## config.mk

```make
export PLATFORM = sky130hd
export DESIGN_NAME = ip_port_ban_filter_unit
export DESIGN_NICKNAME = d
export VERILOG_FILES = /design/src/hw/rtl/ipbf_pkg.sv /design/src/hw/rtl/ip_port_ban_filter_unit.sv /design/src/hw/rtl/ipbf_rule_table.sv
export SDC_FILE = /design/constraint.sdc
export NUM_CORES = 2
export LEC_CHECK = 0
export BUFFER_PORTS_ARGS = -buffer_cell sky130_fd_sc_hd__buf_2
export CORE_MARGIN = 2
export CORE_UTILIZATION = 51
export DETAILED_ROUTE_END_ITERATION = 8
export MAX_ROUTING_LAYER = met4
export PLACE_DENSITY = 0.76
export REMOVE_ABC_BUFFERS = 1
export SETUP_SLACK_MARGIN = 0.5
export SYNTH_ARGS = -nofsm -noshare
export SYNTH_HDL_FRONTEND = slang
export SYNTH_SLANG_ARGS = --single-unit
```

## constraint.sdc

```tcl
create_clock -name clk -period 13.25 [get_ports clk]
set_clock_uncertainty 0.05 [all_clocks]
set_input_delay 1.9875 -clock clk [delete_from_list [all_inputs] [get_ports clk]]
set_output_delay 1.9875 -clock clk [all_outputs]
set_load 0.02 [all_outputs]
```

## src/hw/rtl/ipbf_pkg.sv

```systemverilog
// shared types and constants for the ip and port ban filter
package ipbf_pkg;

  // protocol numbers that carry a destination port
  localparam logic [7:0] PROTO_TCP = 8'd6;
  localparam logic [7:0] PROTO_UDP = 8'd17;

  // field widths
  localparam int unsigned CMD_W   = 3;
  localparam int unsigned IP_W    = 32;
  localparam int unsigned PROTO_W = 8;
  localparam int unsigned PORT_W  = 16;
  localparam int unsigned COUNT_W = 7;

  // stream widths, fields packed from the lowest bit up and padded to bytes
  localparam int unsigned IN_BITS   = CMD_W + IP_W + PROTO_W + PORT_W + IP_W;
  localparam int unsigned IN_DATA_W = ((IN_BITS + 7) / 8) * 8;
  localparam int unsigned OUT_BITS  = 1 + 1 + COUNT_W;
  localparam int unsigned OUT_DATA_W = ((OUT_BITS + 7) / 8) * 8;

  // command codes
  typedef enum logic [CMD_W-1:0] {
    CMD_CLASSIFY = 3'd0,
    CMD_CLEAR    = 3'd1,
    CMD_ADD_IP   = 3'd2,
    CMD_ADD_PORT = 3'd3,
    CMD_DEL_IP   = 3'd4,
    CMD_DEL_PORT = 3'd5
  } cmd_t;

  // sequencer states
  typedef enum logic [2:0] {
    ST_INIT,
    ST_IDLE,
    ST_SCAN,
    ST_TAIL,
    ST_COMMIT,
    ST_CLEAR,
    ST_RESP
  } state_t;

  // one rule table word
  typedef struct packed {
    logic            valid;
    logic            is_port;
    logic [IP_W-1:0] value;
  } rule_entry_t;

  // search key presented to the compare unit
  typedef struct packed {
    logic              any_kind;
    logic              is_port;
    logic [IP_W-1:0]   ip;
    logic [PORT_W-1:0] port;
  } rule_key_t;

  // per-entry result of the compare unit
  typedef struct packed {
    logic hit;
    logic free;
  } scan_res_t;

endpackage

```

## src/hw/rtl/ip_port_ban_filter_unit.sv

```systemverilog
// top level of the ip and port ban filter: sequencer, command registers, stream ports
//
// Keeps up to MAX_RULES ban rules (source address or destination port) in a
// single-port-write, single-port-read table and answers one command per
// input transfer with one result transfer. Classify, add and remove walk the
// whole table through one compare unit, one entry per cycle, then pass a tail
// state, and add a commit state, before the result. Clear writes every entry
// invalid. Unknown commands go from idle straight to the result. After reset
// the table is swept invalid before the first input transfer is taken. One
// command is in work at a time; in_tready is high only while the block is
// idle and no result is waiting.
module ip_port_ban_filter_unit #(
  parameter int unsigned MAX_RULES = 64
) (
  input  logic                               clk,
  input  logic                               rst_n,
  input  logic                               in_tvalid,
  output logic                               in_tready,
  // cmd[2:0], src_ip[34:3], protocol[42:35], dst_port[58:43], rule_value[90:59]
  input  logic [ipbf_pkg::IN_DATA_W-1:0]     in_tdata,
  output logic                               out_tvalid,
  input  logic                               out_tready,
  // drop[0], status[1], rule_count[8:2]
  output logic [ipbf_pkg::OUT_DATA_W-1:0]    out_tdata
);
  import ipbf_pkg::*;

  localparam int unsigned AW = (MAX_RULES > 1) ? $clog2(MAX_RULES) : 1;
  localparam int unsigned CW = $clog2(MAX_RULES + 1);
  localparam logic [AW-1:0] LAST_IDX = AW'(MAX_RULES - 1);

  state_t              state_r, state_nxt;
  logic [AW-1:0]       idx_r, idx_nxt;
  logic [CW-1:0]       count_r, count_nxt;
  logic [CMD_W-1:0]    cmd_r;
  logic [IP_W-1:0]     ip_r;
  logic [PROTO_W-1:0]  proto_r;
  logic [PORT_W-1:0]   hport_r;
  logic [IP_W-1:0]     rv_r;
  logic                drop_r, drop_nxt;
  logic                status_r, status_nxt;
  logic                found_r, found_nxt;
  logic [AW-1:0]       free_idx_r, free_idx_nxt;

  logic                rd_en;
  logic                wr_en;
  logic [AW-1:0]       wr_addr;
  rule_entry_t         wr_entry;
  rule_key_t           key;
  scan_res_t           res;
  logic [AW-1:0]       res_addr;
  logic                last_idx;
  logic                is_del;
  logic                is_add;
  logic                cmd_port;
  logic [CW+COUNT_W-1:0] count_ext;

  assign last_idx = (idx_r == LAST_IDX);
  assign is_del   = (cmd_r == CMD_DEL_IP) || (cmd_r == CMD_DEL_PORT);
  assign is_add   = (cmd_r == CMD_ADD_IP) || (cmd_r == CMD_ADD_PORT);
  assign cmd_port = (cmd_r == CMD_ADD_PORT) || (cmd_r == CMD_DEL_PORT);

  // search key from the captured command
  always_comb begin
    key.any_kind = (cmd_r == CMD_CLASSIFY);
    key.is_port  = cmd_port;
    if (cmd_r == CMD_CLASSIFY) begin
      key.ip   = ip_r;
      key.port = ((proto_r == PROTO_TCP) || (proto_r == PROTO_UDP)) ? hport_r
                                                                    : '0;
    end else begin
      key.ip   = rv_r;
      key.port = rv_r[PORT_W-1:0];
    end
  end

  ipbf_rule_table #(
    .DEPTH (MAX_RULES),
    .AW    (AW)
  ) u_table (
    .clk      (clk),
    .rst_n    (rst_n),
    .rd_en    (rd_en),
    .rd_addr  (idx_r),
    .wr_en    (wr_en),
    .wr_addr  (wr_addr),
    .wr_entry (wr_entry),
    .key      (key),
    .res      (res),
    .res_addr (res_addr)
  );

  // next state
  always_comb begin
    state_nxt = state_r;
    unique case (state_r)
      ST_INIT: begin
        if (last_idx) state_nxt = ST_IDLE;
      end
      ST_IDLE: begin
        if (in_tvalid) begin
          unique case (in_tdata[CMD_W-1:0]) inside
            CMD_CLASSIFY, CMD_ADD_IP, CMD_ADD_PORT,
            CMD_DEL_IP, CMD_DEL_PORT: state_nxt = ST_SCAN;
            CMD_CLEAR:                state_nxt = ST_CLEAR;
            default:                  state_nxt = ST_RESP;
          endcase
        end
      end
      ST_SCAN: begin
        if (last_idx) state_nxt = ST_TAIL;
      end
      ST_TAIL: begin
        state_nxt = is_add ? ST_COMMIT : ST_RESP;
      end
      ST_COMMIT: begin
        state_nxt = ST_RESP;
      end
      ST_CLEAR: begin
        if (last_idx) state_nxt = ST_RESP;
      end
      ST_RESP: begin
        if (out_tready) state_nxt = ST_IDLE;
      end
      default: state_nxt = ST_INIT;
    endcase
  end

  // state outputs: handshake, table ports
  always_comb begin
    in_tready  = (state_r == ST_IDLE);
    out_tvalid = (state_r == ST_RESP);
    rd_en      = (state_r == ST_SCAN);
    wr_en      = 1'b0;
    wr_addr    = idx_r;
    wr_entry   = '{valid: 1'b0, is_port: 1'b0, value: '0};
    unique case (state_r)
      ST_INIT, ST_CLEAR: begin
        wr_en = 1'b1;
      end
      ST_COMMIT: begin
        wr_en    = found_r;
        wr_addr  = free_idx_r;
        wr_entry = '{valid: 1'b1, is_port: cmd_port,
                     value: cmd_port ? {{(IP_W-PORT_W){1'b0}}, rv_r[PORT_W-1:0]} : rv_r};
      end
      default: begin
        // removal clears a matching entry as its read result comes back
        if (is_del && res.hit) begin
          wr_en   = 1'b1;
          wr_addr = res_addr;
        end
      end
    endcase
  end

  // datapath next values
  always_comb begin
    idx_nxt      = idx_r;
    count_nxt    = count_r;
    drop_nxt     = drop_r;
    status_nxt   = status_r;
    found_nxt    = found_r;
    free_idx_nxt = free_idx_r;
    if ((state_r == ST_INIT) || (state_r == ST_CLEAR) || (state_r == ST_SCAN)) begin
      idx_nxt = last_idx ? '0 : idx_r + 1'b1;
    end
    if (state_r == ST_IDLE && in_tvalid) begin
      drop_nxt   = 1'b0;
      status_nxt = 1'b0;
      found_nxt  = 1'b0;
    end
    // scan results
    if ((state_r == ST_SCAN) || (state_r == ST_TAIL)) begin
      if ((cmd_r == CMD_CLASSIFY) && res.hit) drop_nxt = 1'b1;
      if (is_del && res.hit) count_nxt = count_r - 1'b1;
      if (is_add && res.free && !found_r) begin
        found_nxt    = 1'b1;
        free_idx_nxt = res_addr;
      end
    end
    if (state_r == ST_COMMIT) begin
      if (found_r) count_nxt = count_r + 1'b1;
      status_nxt = !found_r;
    end
    if (state_r == ST_CLEAR) begin
      count_nxt = '0;
    end
  end

  // control registers
  always_ff @(posedge clk) begin
    if (!rst_n) begin
      state_r  <= ST_INIT;
      idx_r    <= '0;
      count_r  <= '0;
      found_r  <= 1'b0;
    end else begin
      state_r  <= state_nxt;
      idx_r    <= idx_nxt;
      count_r  <= count_nxt;
      found_r  <= found_nxt;
    end
  end

  // payload registers
  always_ff @(posedge clk) begin
    drop_r     <= drop_nxt;
    status_r   <= status_nxt;
    free_idx_r <= free_idx_nxt;
    if (state_r == ST_IDLE && in_tvalid) begin
      cmd_r   <= in_tdata[CMD_W-1:0];
      ip_r    <= in_tdata[CMD_W +: IP_W];
      proto_r <= in_tdata[CMD_W+IP_W +: PROTO_W];
      hport_r <= in_tdata[CMD_W+IP_W+PROTO_W +: PORT_W];
      rv_r    <= in_tdata[CMD_W+IP_W+PROTO_W+PORT_W +: IP_W];
    end
  end

  // result transfer
  assign count_ext = {{COUNT_W{1'b0}}, count_r};
  assign out_tdata = {{(OUT_DATA_W-OUT_BITS){1'b0}}, count_ext[COUNT_W-1:0], status_r, drop_r};

endmodule

```

## src/hw/rtl/ipbf_rule_table.sv

```systemverilog
// rule table memory with registered read and the shared entry compare unit
module ipbf_rule_table #(
  parameter int unsigned DEPTH = 64,
  parameter int unsigned AW    = 6
) (
  input  logic                   clk,
  input  logic                   rst_n,
  input  logic                   rd_en,
  input  logic [AW-1:0]          rd_addr,
  input  logic                   wr_en,
  input  logic [AW-1:0]          wr_addr,
  input  ipbf_pkg::rule_entry_t  wr_entry,
  input  ipbf_pkg::rule_key_t    key,
  output ipbf_pkg::scan_res_t    res,
  output logic [AW-1:0]          res_addr
);
  import ipbf_pkg::*;

  rule_entry_t       mem [DEPTH];
  rule_entry_t       rd_data_r;
  logic              rd_vld_r;
  logic [AW-1:0]     rd_addr_r;
  logic [IP_W-1:0]   cmp_value;
  logic              kind_ok;

  // write port
  always_ff @(posedge clk) begin
    if (wr_en) begin
      mem[wr_addr] <= wr_entry;
    end
  end

  // read port, data registered
  always_ff @(posedge clk) begin
    if (rd_en) begin
      rd_data_r <= mem[rd_addr];
    end
    rd_addr_r <= rd_addr;
  end

  always_ff @(posedge clk) begin
    if (!rst_n) begin
      rd_vld_r <= 1'b0;
    end else begin
      rd_vld_r <= rd_en;
    end
  end

  // compare value follows the kind of the stored rule
  always_comb begin
    cmp_value = rd_data_r.is_port ? {{(IP_W-PORT_W){1'b0}}, key.port} : key.ip;
    kind_ok   = key.any_kind || (rd_data_r.is_port == key.is_port);
    res.hit   = rd_vld_r && rd_data_r.valid && kind_ok && (rd_data_r.value == cmp_value);
    res.free  = rd_vld_r && !rd_data_r.valid;
  end

  assign res_addr = rd_addr_r;

endmodule

```

==> flow_summary.json <==
{
  "status": "finished clean",
  "multi_input_area_mm2": 0.02001,
  "core_area_mm2": 0.1761,
  "cts.repair_timing.setup_buffer_count": 0,
  "syn_inst": 3811,
  "hpwl_um": 118800,
  "max_freq_mhz": 134.1,
  "synth_compound_area_frac": 0.01195,
  "htreeDepth": 4,
  "synthMuxAreaShare": 0.1808,
  "via_per_inst": 6.620,
  "netlist_area_mm2": 0.09032,
  "hp-class": "register to register",
  "synth_top_area_share": 0.7673,
  "io_buffers": 105,
  "layout.cells.non_filler": 6539,
  "yosys.area_share.simple": 0.02014,
  "path_class": "register to register",
  "insertion_delay_ps": 850,
  "track_usage": 0.2581,
  "synth_edf_count": 2308,
  "firstDrtPassIters": 6,
  "synth_top_area_cell": "edfxtp_1",
  "remaining_drc_errors": 0,
  "critPathRequiredTime_ps": 13710,
  "ioPinCount": 118,
  "layout_common_cells": "edfxtp_1, mux4_2, clkbuf_16",
  "syn_avg_cell_area_um2": 23.70,
  "fin_util": 0.5731,
  "cp-end-kind": "register",
  "layout-drive-gt1-share": 0.3211,
  "tns_ps": 0,
  "path_buf_inv": 2,
  "synthArstFlopShare": 0,
  "path_clk_slew_ps": 60,
  "tightest_slew_ps": 1407,
  "powerDensity_mw_per_mm2": 197.9,
  "synth.top_cells.by_area": "edfxtp_1, mux4_2, dfxtp_1",
  "critPathMaxFanout": 43,
  "gr-total-overflow": 0,
  "wl_met2_um": 108500,
  "drt_iter0_drc": 6974,
  "final_common_cell": "edfxtp_1",
  "slew_violations": 0,
  "ys_seq_area_frac": 0.7728,
  "worst_ep_arrival_time_ps": 7920,
  "holdBufCountCts": 0,
  "cts_num_sinks": 2333,
  "synth_fa_ha_area_frac": 0.0004156,
  "detail-route-antenna-nets": 0,
  "top_layer_used": "met4",
  "vias": 43290,
  "initial_core_util": 0.5129,
  "max-vdd-ir-drop_mv": 0.2182,
  "layout_min_cycle_time_ps": 7460,
  "synth.distinct_cells": 91,
  "slowest_delay_ps": 1110,
  "syn2layout_area_growth_pct": 11.74,
  "cts_root_buf": "clkbuf_16",
  "grt_pass1_vias": 43590,
  "wl_met3_um": 26190,
  "ys.flop_type": "edfxtp_1",
  "cp-start-kind": "register",
  "period_share": 0.5630,
  "maxCapViolCount": 0,
  "path_cells": "nor3_4 -> buf_4 -> and2_1 -> a2111o_1 -> o311ai_1 -> nor4_1 -> o2111a_1 -> and2_1 -> a311o_1 -> nand3_1 -> nor2_4 -> buf_4",
  "grt_max_degree": 140,
  "cts_resized": 0,
  "yosys.area_share.xor_xnor": 0.001842,
  "wire_per_inst_um": 34.25,
  "cpMaxStageDelayCell": "nor2_4",
  "antenna_found_initial": 17,
  "setup_viol": 0,
  "die-area_mm2": 0.1805,
  "place_inst": 6154,
  "path_delay_family": "simple AND/OR/NAND/NOR gates",
  "clock_path_buffers": 3,
  "route.final.wire_length_um": 224000,
  "hold_viol_final": 0,
  "numCtsBuffers": 207,
  "grt_pass1_wl_um": 318800,
  "ys_ff_latch": 2333,
  "rsz0062_at_grt": "false",
  "m1WireLength_um": 81570,
  "synth_top_family_by_area": "multiplexers",
  "seqCellArea_mm2": 0.06982,
  "fillers": 12050,
  "rows": 154,
  "yosys_warnings": 0,
  "die_h_um": 424.8,
  "slew_headroom": 0.06227,
  "p_leak_uw": 0.03080,
  "die_x_um": 424.8,
  "gp_congestion": 0.9185,
  "cts_tree": "done",
  "finalNetCount": 4126
}
## kinds of logic (layout without fill, tap and decap cells)
group / Yosys count / count (layout)
buffers and inverters: 255 / 630
XOR/XNOR: 19 / 19
adder cells (fa/ha/maj): 3 / 3
AND/OR/NAND/NOR: 321 / 321
multiplexers: 738 / 738
AO/OA/AOI/OAI: 141 / 141
other: 1 / 14
flip-flops: 2333 / 2333
## worst register-to-register path, stage by stage (launching register included)
cell and delay [ps]:
edfxtp_1 650, nor3_4 260, buf_4 530, and2_1 670, a2111o_1 270, o311ai_1 240, nor4_1 470, o2111a_1 530
and2_1 560, a311o_1 480, nand3_1 870, nor2_4 1120, buf_4 420
## report_power, final
part	switching [uW]	internal, uW	leakage (uW)
Clock	2620	3290	0.00321
Sequential	232	8880	0.0212
Combinational	2850	2090	0.00640
Total	5700	14300	0.0308
## routing by layer
metal / track usage / up-vias
met5: - / -
met4: 0.08717 / 0
met3: 0.06074 / 434
met2: 0.3958 / 2953
met1: 0.3448 / 23070
li1: - / 16830
## cell type report
type                    count  share of cell area
clock inverters           114            0.009930
clock buffers             264             0.05521
diodes                      7           0.0001736
repair buffers            212             0.01403
multi-input cells        1229              0.1983
well taps                2340             0.02901
flip-flops and latches   2333              0.6918
inverters                  40            0.001574
## cell usage after synthesis, drive strengths merged (4+ instances only)
master / number
a2111o: 4
a2111oi: 7
a211oi: 8
a21oi: 26
a31oi: 6
and2: 39
buf: 114
clkbuf: 101
dfxtp: 25
edfxtp: 2308
inv: 39
mux2: 6
mux2i: 18
mux4: 714
nand2: 38
nand2b: 14
nand3: 20
nand3b: 6
nand4: 8
nor2: 85
nor2b: 12
nor3: 31
nor3b: 13
nor4: 16
nor4b: 11
o211ai: 13
o21ai: 14
o22ai: 8
o31ai: 5
or3: 4
or4b: 5
xnor2: 14
xor2: 5
## sequential cells by signal, indices dropped and copies added (netlist names)
register           count
cmd_r                  3
count_r                7
drop_r                 1
found_r                1
free_idx_r             6
hport_r               16
idx_r                  6
ip_r                  32
proto_r                8
rv_r                  32
state_r                3
status_r               1
u_table.mem         2176
u_table.rd_data_r     34
u_table.rd_vld_r       1
u_table.res_addr       6
## through the flow
stage | cell area (um2) | hold slack (ps) | power, uW | setup slack [ps]
3_5_place_dp | 94340 | 367.1 | 14080 | 6076
6_report | 100900 | 383.2 | 19970 | 5790
3_3_place_gp | 94340 | 364.5 | 13970 | 6183
4_1_cts | 100900 | 382.3 | 19980 | 6054
5_1_grt | 100900 | 395.7 | 20520 | 5685
2_1_floorplan | 89410 | 338.7 | 13330 | -14140
## final timing paths
| path | slack [ps] | endpoint | depth (start not counted) | startpoint |
|---|---|---|---|---|
| worst max-delay path | 5790 | u_table.mem[36][19] | 12 | cmd_r[1] |
| worst min-delay path | 380 | free_idx_r[5] | 0 | u_table.res_addr[5] |
| worst max register to register | 5790 | u_table.mem[36][19] | 12 | cmd_r[1] |
| worst min register to register | 380 | free_idx_r[5] | 0 | u_table.res_addr[5] |
No activity file was read; power rests on OpenSTA's default activity.
